[config.mk]
export PLATFORM = sky130hd
export DESIGN_NAME = rsie_execute
export DESIGN_NICKNAME = d
export VERILOG_FILES = /design/src/rtl/core/rsie_pkg.sv /design/src/rtl/core/rsie_execute.sv
export SDC_FILE = /design/constraint.sdc
export NUM_CORES = 1
export LEC_CHECK = 0
export BUFFER_PORTS_ARGS = -buffer_cell sky130_fd_sc_hd__buf_2
export CAP_MARGIN = 20
export CELL_PAD_IN_SITES_DETAIL_PLACEMENT = 1
export CELL_PAD_IN_SITES_GLOBAL_PLACEMENT = 2
export CORE_MARGIN = 5
export CORE_UTILIZATION = 30
export DETAILED_ROUTE_END_ITERATION = 16
export PLACE_DENSITY_LB_ADDON = 0.2
export REMOVE_ABC_BUFFERS = 1
export SLEW_MARGIN = 10
export SYNTH_ARGS = -nofsm -noshare
export SYNTH_HDL_FRONTEND = slang
export SYNTH_SLANG_ARGS = --single-unit
[constraint.sdc]
create_clock -name vclk -period 5.9
set_clock_uncertainty 0.15 [all_clocks]
set_input_delay 0 -clock vclk [all_inputs]
set_output_delay 0 -clock vclk [all_outputs]
set_load 0.01 [all_outputs]
[src/rtl/core/rsie_pkg.sv]
// ----------------------------------------------------------------------------
// rsie_pkg
// Shared types and encodings for the RV32I subset executor.
// ----------------------------------------------------------------------------
package rsie_pkg;

   localparam int DMEM_BYTES_DEFAULT = 4096;

   // major opcodes
   localparam logic [6:0] OP_LUI    = 7'h37;
   localparam logic [6:0] OP_JAL    = 7'h6F;
   localparam logic [6:0] OP_BRANCH = 7'h63;
   localparam logic [6:0] OP_LOAD   = 7'h03;
   localparam logic [6:0] OP_STORE  = 7'h23;
   localparam logic [6:0] OP_IMM    = 7'h13;
   localparam logic [6:0] OP_REG    = 7'h33;

   // funct3 / funct7 codes
   localparam logic [2:0] F3_BEQ  = 3'd0;
   localparam logic [2:0] F3_BYTE = 3'd0;
   localparam logic [2:0] F3_WORD = 3'd2;
   localparam logic [2:0] F3_ADD  = 3'd0;
   localparam logic [2:0] F3_XOR  = 3'd4;
   localparam logic [2:0] F3_SR   = 3'd5;
   localparam logic [2:0] F3_OR   = 3'd6;
   localparam logic [6:0] F7_ZERO = 7'h00;
   localparam logic [6:0] F7_SRA  = 7'h20;

   // outcome of one instruction leaving execute
   typedef struct packed {
      logic [31:0] next_pc;
      logic        wb_enable;
      logic [4:0]  wb_reg;
      logic [31:0] wb_value;   // zero for loads, filled in after the memory read
      logic        is_load;
      logic        load_byte;
      logic        mem_fault;
   } exec_result_type;

   // data memory access request
   typedef struct packed {
      logic        rd_en;
      logic        wr_en;
      logic        word;
      logic [31:0] addr;
      logic [31:0] wdata;
   } dmem_req_type;

endpackage

[src/rtl/core/rsie_execute.sv]
// ----------------------------------------------------------------------------
// rsie_execute
// Decode, ALU, branch target and memory address/bounds check.
// ----------------------------------------------------------------------------
module rsie_execute #(
   parameter int DMEM_BYTES = rsie_pkg::DMEM_BYTES_DEFAULT
) (
   input  logic [31:0]              instr,
   input  logic [31:0]              pc,
   input  logic [31:0]              opa,
   input  logic [31:0]              opb,
   output rsie_pkg::exec_result_type res,
   output rsie_pkg::dmem_req_type    dreq
);
   import rsie_pkg::*;

   logic [6:0]  op;
   logic [4:0]  rd;
   logic [2:0]  f3;
   logic [4:0]  shamt;
   logic [6:0]  f7;
   logic [31:0] imm_i;
   logic [31:0] imm_s;
   logic [31:0] imm_b;
   logic [31:0] imm_j;
   logic [31:0] pc4;
   logic [31:0] target;
   logic [31:0] addr;
   logic        width_ok;
   logic        in_bounds;
   logic        wr;
   logic        fault;
   logic [31:0] val;
   logic [31:0] npc;

   assign op    = instr[6:0];
   assign rd    = instr[11:7];
   assign f3    = instr[14:12];
   assign shamt = instr[24:20];
   assign f7    = instr[31:25];

   assign imm_i = {{20{instr[31]}}, instr[31:20]};
   assign imm_s = {{20{instr[31]}}, instr[31:25], instr[11:7]};
   assign imm_b = {{19{instr[31]}}, instr[31], instr[7], instr[30:25], instr[11:8], 1'b0};
   assign imm_j = {{11{instr[31]}}, instr[31], instr[19:12], instr[20], instr[30:21], 1'b0};

   assign pc4    = pc + 32'd4;
   assign target = pc + ((op == OP_JAL) ? imm_j : imm_b);
   assign addr   = opa + ((op == OP_STORE) ? imm_s : imm_i);

   assign width_ok  = (f3 == F3_BYTE) || (f3 == F3_WORD);
   assign in_bounds = (f3 == F3_WORD) ? (addr < 32'(DMEM_BYTES - 3))
                                      : (addr < 32'(DMEM_BYTES));

   always_comb begin
      wr         = 1'b0;
      fault      = 1'b0;
      val        = 32'h0;
      npc        = pc4;
      dreq.rd_en = 1'b0;
      dreq.wr_en = 1'b0;
      dreq.word  = (f3 == F3_WORD);
      dreq.addr  = addr;
      dreq.wdata = opb;
      case (op)
         OP_LUI: begin
            wr  = 1'b1;
            val = {instr[31:12], 12'h000};
         end
         OP_JAL: begin
            wr  = 1'b1;
            val = pc4;
            npc = target;
         end
         OP_BRANCH: begin
            if ((f3 == F3_BEQ) && (opa == opb)) begin
               npc = target;
            end
         end
         OP_LOAD: begin
            if (width_ok) begin
               if (!in_bounds) begin
                  fault = 1'b1;
               end else begin
                  wr         = 1'b1;
                  dreq.rd_en = 1'b1;
               end
            end
         end
         OP_STORE: begin
            if (width_ok) begin
               if (!in_bounds) begin
                  fault = 1'b1;
               end else begin
                  dreq.wr_en = 1'b1;
               end
            end
         end
         OP_REG: begin
            if (f7 == F7_ZERO) begin
               if (f3 == F3_ADD) begin
                  wr  = 1'b1;
                  val = opa + opb;
               end else if (f3 == F3_XOR) begin
                  wr  = 1'b1;
                  val = opa ^ opb;
               end
            end
         end
         OP_IMM: begin
            if (f3 == F3_OR) begin
               wr  = 1'b1;
               val = opa | imm_i;
            end else if ((f3 == F3_SR) && (f7 == F7_SRA)) begin
               wr  = 1'b1;
               val = $signed(opa) >>> shamt;
            end
         end
         default: begin
         end
      endcase
      if (fault) begin
         npc = pc;
         wr  = 1'b0;
      end
      if (rd == 5'd0) begin
         wr = 1'b0;
      end
   end

   assign res.next_pc   = npc;
   assign res.wb_enable = wr;
   assign res.wb_reg    = wr ? rd : 5'd0;
   assign res.wb_value  = (wr && !dreq.rd_en) ? val : 32'h0;
   assign res.is_load   = dreq.rd_en;
   assign res.load_byte = (f3 == F3_BYTE);
   assign res.mem_fault = fault;

endmodule

Word-level counts from Yosys, hierarchy flattened
Cells that the tools add are included.

Shift operators: 1. Equal/unequal tests: 13. Add/subtract/negate cells: 4. Reduce and logical (&&, ||, !) cells: 10. $lt $le $gt $ge: 2. Multiplexer cells: 29. Bitwise logic cells: 2.

Operators by type and width (number): 2-to-1 mux 32 bit (8); case mux 32 bit (4 select lines) (1); adder 32 bit (3); case mux 32 bit (2 select lines) (1); adder 32 x 3 -> 32 bit (second input constant) (1); == test 32 bit (1); < comparator 32 x 12 -> 1 bit (second input constant) (1); < comparator 32 x 13 -> 1 bit (second input constant) (1); OR 32 bit (1); >>> shifter 32 x 5 -> 32 bit (1); XOR 32 bit (1); == test 7 x 6 -> 1 bit (second input constant) (4); 2-to-1 mux 20 bit (1); 2-to-1 mux 1 bit (15); == test 7 bit (second input constant) (2); 2-to-1 mux 5 bit (2); == test 3 bit (second input constant) (3); == test 7 x 2 -> 1 bit (second input constant) (1); == test 7 x 5 -> 1 bit (second input constant) (1); logical NOT 7 bit (1); logical NOT 5 bit (1); case mux 1 bit (4 select lines) (1); OR reduction 2 bit (2); == test 3 x 2 -> 1 bit (second input constant) (1); other kinds (4) (6).

Output and inout port bits: 140. Input bits: 128. Register bits after elaboration: 0. Word-level logic and storage cells: 61.

Logic depth before layout (Yosys ltp)
Gate-level depths: netlist of run 1.

Depth after elaboration: 12. Mapped depth: 20. Gate-level depth less buffers: 19.

Least setup slack after synthesis of run 1
OpenSTA, ideal clock, no wires.

Kind: input-to-output. From: input instr[2]. To: output res[2] in the netlist's numbering. Data required time: 5750 ps. Buffers on the path: 4. Setup slack: 1031 ps. Arrival time: 4719 ps. Stages on the path: 19. Cells stage by stage: nor4_1 and2_1 clkbuf_1 mux2_2 ha_1 fa_1 a21oi_1 o211ai_1 and4_1 o211ai_1 a211oi_1 or4_4 nand4bb_1 and4b_1 buf_2 buf_4 nand2_1 nor4_1 buf_4.

RTL lines: start, declared (RTL line rsie_execute.sv:8) `input logic [31:0] instr,`; end, declared (RTL line rsie_execute.sv:12) `output rsie_pkg::exec_result_type res,`.

==> metrics.csv, run 1 <==
metric,value,unit
leading area contributor after synthesis,ha_1,
most numerous cell in the Yosys netlist,nand2_1,
DR vias,12930,
"Setup Fix Bufs, Post-CTS",0,
Detailed Route WL,53410,um
Clock power frac,0,%
Syn Inst Count,1576,
diodes inserted,0,
Die W,197.3,um
input/output buffers,268,
area occupied by multi-input gates,9562,sq um
DR vias/cell,5.929,
seq_cells,0,
cts hold-fix bufs,0,
crit end category,primary output,
"Worst Path Class, Setup",input port to primary output,
post-CTS sizing,0,
RSZ-0062 raised after global routing,no,
initial antenna violation count,2,
Hold Path End,dreq[3],
status,"finished, final reports clean",
Critical Path AT,5.34,ns
commonest cells in the netlist,"153 x nand2_1, 132 x a21oi_1, 131 x nor2_1, 123 x o21ai_0, 120 x ha_1",
Sw Ratio,62.88,%
Fin Setup TNS,0,ns
Worst slew margin,36.70,%
I/O pin cnt,268,
final worst setup slack,0.4051,ns
DP Wirelength,43910,um
Syn Std Cell Area,10520,sq um
fmax,0.1820,GHz
DRC,0,
die area,38920,sq um
post-synthesis sequential area ratio,0,%
Setup Viol. Count Final,0,
post-route ant nets,0,
"Avg Cell Area, Syn",6.676,sq um
Worst Hold Class,input port to primary output,
Final Net Count,1978,
HP Start,opb[3],
crit path max fanout,20,
VDD IR max,0.05627,mV
largest net degree at the start of global routing,47,
TritonRoute pass-1 iters,5,
Synth top area share,14.27,%
Fillers,4571,
P&R area growth vs syn,13.46,%
worst-margin pin slew,0.9467,ns
"Core Util, Final",34.56,%
Ys Warns,0,
share of cells above drive strength 1,21.91,%
Cell Pwr Density,100.1,nW/um^2
Core Region,34540,sq um
DR WL/cell,24.50,um
DIE HEIGHT,197.3,um
GP Congestion,0.9343,
vias in the first global route,12950,
"Req. time, crit path",5.75,ns
Final Cycle Share,93.13,%
FF/Latch Area,0,sq um
largest cells by area after synthesis,"ha_1 14%, a21oi_1 6.3%, o21ai_0 5.9%, nand2_1 5.5%, nor2_1 4.7%",
cell leakage power,5.418,nW
Initial Utilization,30.46,%
MaxCap Viol Count,0,
worst hold path cell count,2,
Final Hold Viols,0,
max-slew violations,0,
num rows,68,
initial drt markers,828,
Combinational Power Share,100.0,%
Startpoint Class,input port,
Tmin final,5.495,ns
"Distinct cells, synth",77,
clkbuf count,0,
net switching power figure,0.7517,mW
Reg power frac,0,%
first-pass GRT wire length,78750,um
pre-CTS WS,0.3203,ns
GRT overflow,0,
total internal power,0.4437,mW
Total GRT Usage,25.54,%
## power by group through the flow
stage	Clock (mW)	Combinational, mW	Sequential, mW
5_1_grt	0	1.30	0
4_1_cts	0	1.19	0
3_5_place_dp	0	1.18	0
6_report	0	1.20	0
2_1_floorplan	0	0.704	0
3_3_place_gp	0	1.17	0
## cell families after synthesis
group	after synthesis	share of synthesized area, %
XOR/XNOR	104	8.657
AO/OA/AOI/OAI	525	32.61
multiplexers	86	10.95
AND/OR/NAND/NOR	519	23.61
buffers and inverters	219	9.335
adder cells (fa/ha/maj)	123	14.84
## routing by layer
| layer | GRT usage (%) | wire, um | up-vias |
|---|---|---|---|
| li1 | - | - | 6151 |
| met1 | 34.53 | 23310 | 6283 |
| met2 | 43.31 | 24940 | 429 |
| met3 | 2.797 | 3497 | 62 |
| met4 | 6.677 | 1657 | 0 |
| met5 | 0 | 0 | - |
## worst max-delay path by stage
stage	slack, ns	startpoint	cells past startpoint	to
after floorplan	1.0	instr[2]	16	res[45]
after global placement	0.55	instr[2]	18	res[53]
after detailed placement	0.32	instr[2]	18	res[60]
after CTS	0.31	instr[2]	18	res[64]
after global routing	0.07	instr[2]	18	res[64]
final	0.41	instr[2]	18	res[60]
## per-stage QoR
step,cells,power [mW],hold slack (ns),area (sq um)
floorplan,1433,0.7042,-0.1500,9824
global placement,2180,1.174,0.06051,11930
detailed placement,2180,1.182,0.06100,11930
CTS,2180,1.190,0.06080,11930
global route,2180,1.300,0.06548,11940
finish,2180,1.195,0.05844,11940
## cell type report
class | instances | area share (%)
Multi-Input combinational cell | 1357 | 80.10
Timing Repair Buffer | 292 | 12.75
Tap cell | 455 | 4.769
Inverter | 76 | 2.390
## cell usage in the layout (no fill, tap or decap), types with 41 or more instances in the layout
cell type,synthesis,layout
buf_2,11,268
nand2_1,153,153
a21oi_1,132,132
nor2_1,131,129
o21ai_0,123,123
ha_1,120,120
inv_1,72,72
nand3_1,58,58
xor2_1,56,56
xnor2_1,48,48
a21o_1,46,46
nor3_1,41,41
## worst max-delay path, stage by stage
cell and delay (ns):
buf_2 0.16, nor4_2 0.42, and2_1 0.45, mux2_2 0.39
ha_1 0.22, fa_1 0.41, a21oi_1 0.23, o211ai_1 0.22
and4_1 0.28, o211ai_1 0.31, a211oi_1 0.13, or4_4 0.49
nand4bb_1 0.20, nand4b_4 0.29, o31ai_4 0.28, buf_4 0.33
mux2_1 0.36, buf_2 0.15
No activity file was read; power rests on OpenSTA's default activity.
==> run 2, diff against run 1 <==
--- a/config.mk
+++ b/config.mk
@@ -9,7 +9,6 @@
 export CAP_MARGIN = 20
 export CELL_PAD_IN_SITES_DETAIL_PLACEMENT = 1
 export CELL_PAD_IN_SITES_GLOBAL_PLACEMENT = 2
-export CORE_MARGIN = 5
 export CORE_UTILIZATION = 30
 export DETAILED_ROUTE_END_ITERATION = 16
 export PLACE_DENSITY_LB_ADDON = 0.2
==> metrics.csv, run 2 (same netlist as run 1, synthesis figures left out) <==
metric,value,unit,change
status,"finished, final reports clean",,
Worst Hold Class,input port to primary output,,
TritonRoute pass-1 iters,8,,+3
Reg power frac,0,%,unchanged
share of cells above drive strength 1,22.02,%,+0.10 points
crit path max fanout,32,,+60%
fmax,0.1802,GHz,-1.0%
Final Cycle Share,94.07,%,+0.94 points
worst-margin pin slew,0.9810,ns,+0.03425 ns
Setup Viol. Count Final,0,,unchanged
first-pass GRT wire length,78290,um,-0.59%
DIE HEIGHT,189.3,um,-4.1%
Cell Pwr Density,100.3,nW/um^2,+0.13%
P&R area growth vs syn,13.55,%,about the same
"Worst Path Class, Setup",input port to primary output,,
Worst slew margin,34.41,%,-2.3 points
area occupied by multi-input gates,9563,sq um,about the same
DR vias,13020,,+0.72%
VDD IR max,0.04641,mV,-18%
cell leakage power,5.424,nW,+0.12%
non-filler instance count after layout,2181,,+0.046%
post-CTS sizing,0,,unchanged
cts hold-fix bufs,0,,unchanged
"commonest non-fill, non-tap cell in the layout",buf_2,,
Clock power frac,0,%,unchanged
MaxCap Viol Count,0,,unchanged
HP Start,opb[4],,
Final Net Count,1979,,+0.051%
DRC,0,,unchanged
Startpoint Class,input port,,
Detailed Route WL,52640,um,-1.4%
Tot Pwr,1.198,mW,+0.20%
crit end category,primary output,,
Tmin final,5.550,ns,+0.05527 ns
"Setup Fix Bufs, Post-CTS",0,,unchanged
GRT overflow,0,,unchanged
DR vias/cell,5.969,,+0.67%
gr busiest metal,met2,,
M2 GR Usage,49.00,%,+5.7 points
Die W,189.3,um,-4.1%
Fillers,4498,,-1.6%
Fin Setup TNS,0,ns,unchanged
DR WL/cell,24.14,um,-1.5%
initial drt markers,866,,+4.6%
Core Region,34540,sq um,unchanged
num rows,68,,unchanged
Combinational Power Share,100.0,%,about the same
"Req. time, crit path",5.75,ns,about the same
Sw Ratio,62.86,%,about the same
GP Congestion,0.9325,,-0.19%
Critical Path AT,5.40,ns,+0.06 ns
DP Wirelength,43070,um,-1.9%
global-route met3 utilization,1.131,%,-1.7 points
seq_cells,0,,unchanged
Total GRT Usage,28.15,%,+2.6 points
input/output buffers,268,,unchanged
vias in the first global route,12650,,-2.3%
met1 Use GR,38.45,%,+3.9 points
diodes inserted,0,,unchanged
post-route ant nets,0,,unchanged
total internal power,0.4448,mW,+0.24%
largest net degree at the start of global routing,47,,unchanged
most frequent cells in the layout,"268 x buf_2, 153 x nand2_1, 132 x a21oi_1, 129 x nor2_1, 123 x o21ai_0",,
critical path launch point,instr[2],,
max-slew violations,0,,unchanged
Placed Cells,2181,,+0.046%
Initial Utilization,30.46,%,unchanged
net switching power figure,0.7530,mW,+0.17%
RSZ-0062 raised after global routing,no,,
clkbuf count,0,,unchanged
I/O pin cnt,268,,unchanged
Final Hold Viols,0,,unchanged
initial antenna violation count,1,,-1
die area,35820,sq um,-7.9%
FF/Latch Area,0,sq um,unchanged
-- run 2: cell count changes in the layout (fill, tap and decap cells not counted), sizes merged --
cell  previous run  this run
buf            292       293
-- run 2: final timing paths --
check | to | slack (ns) | depth (start not counted)
min | dreq[4] | 0.05 | 2
max | res[53] | 0.35 | 18
-- run 2: power by group through the flow --
| stage | registers, mW | logic, mW | clock network [mW] |
|---|---|---|---|
| floorplan | 0 | 0.704 | 0 |
| global placement | 0 | 1.17 | 0 |
| detailed placement | 0 | 1.18 | 0 |
| CTS | 0 | 1.19 | 0 |
| global route | 0 | 1.29 | 0 |
| finish | 0 | 1.20 | 0 |
-- run 2: stage by stage --
step	instance area, sq um	utilization [%]	setup WS [ns]	hold WS, ns
final	11950	34.58	0.3499	0.05459
after detailed placement	11940	34.56	0.1726	0.05823
after CTS	11940	34.56	0.1525	0.05816
after floorplan	9824	-	0.9959	-0.1500
after global placement	11940	34.56	0.4027	0.05661
after global routing	11950	34.58	0.09440	0.06890
-- run 2: per-layer routing --
metal	part of all wire, %	routed length [um]
met1	45	23670
met2	48	25200
met3	5.0	2606
met4	2.2	1168
met5	0	0
-- run 2: layout make-up --
| class | count | share of cell area [%] |
|---|---|---|
| Multi-Input combinational cell | 1357 | 80.05 |
| Timing Repair Buffer | 293 | 12.80 |
| Tap cell | 455 | 4.765 |
| Inverter | 76 | 2.388 |
-- run 2: worst max-delay path, stage by stage --
cell and delay (ns):
buf_2 0.13, nor4_2 0.39, and2_2 0.35, mux2_2 0.36, ha_1 0.22, fa_1 0.41
a21oi_1 0.25, o211ai_1 0.25, and4_1 0.30, o211ai_1 0.32, a211oi_1 0.13, or4_4 0.50
nand4bb_1 0.22, nand4b_4 0.32, o31ai_4 0.28, buf_4 0.41, mux2_2 0.39, buf_2 0.14
==> run 3, diff against run 2 <==
--- a/config.mk
+++ b/config.mk
@@ -12,7 +12,6 @@
 export CORE_UTILIZATION = 30
 export DETAILED_ROUTE_END_ITERATION = 16
 export PLACE_DENSITY_LB_ADDON = 0.2
-export REMOVE_ABC_BUFFERS = 1
 export SLEW_MARGIN = 10
 export SYNTH_ARGS = -nofsm -noshare
 export SYNTH_HDL_FRONTEND = slang
==> metrics.csv, run 3 (same netlist as run 1, synthesis figures left out) <==
metric,value,unit,change
crit path max fanout,33,,+3.1%
TritonRoute pass-1 iters,6,,-2
Worst slew margin,25.09,%,-9.3 points
GRT overflow,0,,unchanged
Placed Cells,2182,,+0.046%
vias in the first global route,12830,,+1.4%
Detailed Route WL,55800,um,+6.0%
fmax,0.1783,GHz,-1.0%
Final Cycle Share,95.05,%,+0.98 points
clkbuf count,0,,unchanged
MaxCap Viol Count,0,,unchanged
seq_cells,0,,unchanged
Fillers,4502,,+0.089%
met3 WL post-DR,3174,um,+22%
"Req. time, crit path",5.75,ns,about the same
Mapped Nets,1827,,
max-slew violations,0,,unchanged
post-CTS sizing,0,,unchanged
cts hold-fix bufs,0,,unchanged
HP Start,opb[29],,
DRC,0,,unchanged
largest stage delay on the critical path,0.53,ns,+0.03 ns
"Worst Path Class, Setup",input port to primary output,,
Tmin final,5.608,ns,+0.05806 ns
non-filler instance count after layout,2183,,+0.092%
"Slowest-stage cell, CP",nor4_1,,
status,"finished, final reports clean",,
DIE HEIGHT,189.3,um,unchanged
Initial Utilization,30.46,%,unchanged
wire length on met2,26080,um,+3.5%
share of cells above drive strength 1,21.99,%,-0.025 points
largest net degree at the start of global routing,47,,unchanged
initial drt markers,949,,+9.6%
Fin Setup TNS,0,ns,unchanged
crit end category,primary output,,
Core Region,34540,sq um,unchanged
DR WL/cell,25.56,um,+5.9%
fin area,11970,sq um,+0.19%
Startpoint Class,input port,,
Final Net Count,1981,,+0.10%
VDD IR max,0.04394,mV,-5.3%
DR top layer,met4,,
Die W,189.3,um,unchanged
DR vias,13200,,+1.4%
num rows,68,,unchanged
worst hold path cell count,2,,unchanged
most frequent cells in the layout,"268 x buf_2, 153 x nand2_1, 132 x a21oi_1, 129 x nor2_1, 123 x o21ai_0",,
initial antenna violation count,0,,-1
P&R area growth vs syn,13.76,%,
Worst Hold Class,input port to primary output,,
Final Hold Viols,0,,unchanged
FF/Latch Area,0,sq um,unchanged
placed instance area,11950,sq um,+0.13%
RSZ-0062 raised after global routing,no,,
post-route ant nets,0,,unchanged
"Core Util, Final",34.65,%,+0.065 points
"Critical Path, Cell by Cell",buf_2 > nor4_1 > and2_1 > mux2_2 > ha_1 > fa_1 > a21oi_1 > o211ai_1 > and4_1 > o211ai_1 > a211oi_1 > or4_4 > nand4bb_1 > nand4b_4 > o31ai_4 > buf_12 > mux2_2 > buf_2,,
"commonest non-fill, non-tap cell in the layout",buf_2,,
Metal-1 WL,25390,um,+7.3%
Total GRT Usage,29.98,%,+1.8 points
DP Wirelength,46030,um,+6.9%
Hold Path End,dreq[29],,
input/output buffers,268,,unchanged
die area,35820,sq um,unchanged
Tot Pwr,1.218,mW,+1.7%
DR vias/cell,6.048,,+1.3%
cell leakage power,5.443,nW,+0.36%
I/O pin cnt,268,,unchanged
worst-margin pin slew,1.113,ns,+0.1324 ns
diodes inserted,0,,unchanged
Critical Path AT,5.46,ns,+0.06 ns
Setup Viol. Count Final,0,,unchanged
first-pass GRT wire length,82650,um,+5.6%
GP Congestion,0.9207,,-1.3%
Cell Pwr Density,101.7,nW/um^2,+1.5%
"Setup Fix Bufs, Post-CTS",0,,unchanged
[run 3: stage by stage]
stage / hold slack [ns] / setup slack [ns]
2_1_floorplan: -0.09585 / 1.031
3_3_place_gp: 0.05333 / 0.5356
3_5_place_dp: 0.05561 / 0.3644
4_1_cts: 0.05585 / 0.3377
5_1_grt: 0.06142 / 0.05327
6_report: 0.05413 / 0.2918
[run 3: where the power goes]
group	leakage, nW	switching, mW	internal (mW)
Combinational	5.44	0.772	0.446
Sequential	0	0	0
Clock	0	0	0
[run 3: critical path, delay by kind of cell]
kind	cells	cell delay, ns
adders and majority gates	2	0.63
AOI/OAI and AO/OA	5	1.22
buffers and inverters	3	0.51
muxes	2	0.76
and+or+nand+nor	6	2.33
[run 3: metal layers]
layer / GRT usage (%) / vias to the layer above
li1: - / 6157
met1: 41.65 / 6538
met2: 50.61 / 455
met3: 2.206 / 53
met4: 5.738 / 0
met5: 0 / -
[run 3: layout make-up]
type                            instances  area [sq um]  area share (%)
Inverter                               76         285.3           2.383
Tap cell                              455         569.3           4.756
Timing Repair Buffer                  295          1564           13.07
Multi-Input combinational cell       1357          9550           79.79
[run 3: worst max path at each step]
stage,to,start,cells after the start
2_1_floorplan,res[2],instr[2],19
3_3_place_gp,res[53],instr[2],18
3_5_place_dp,res[44],instr[2],18
4_1_cts,res[44],instr[2],18
5_1_grt,res[2],instr[2],18
6_report,res[44],instr[2],18
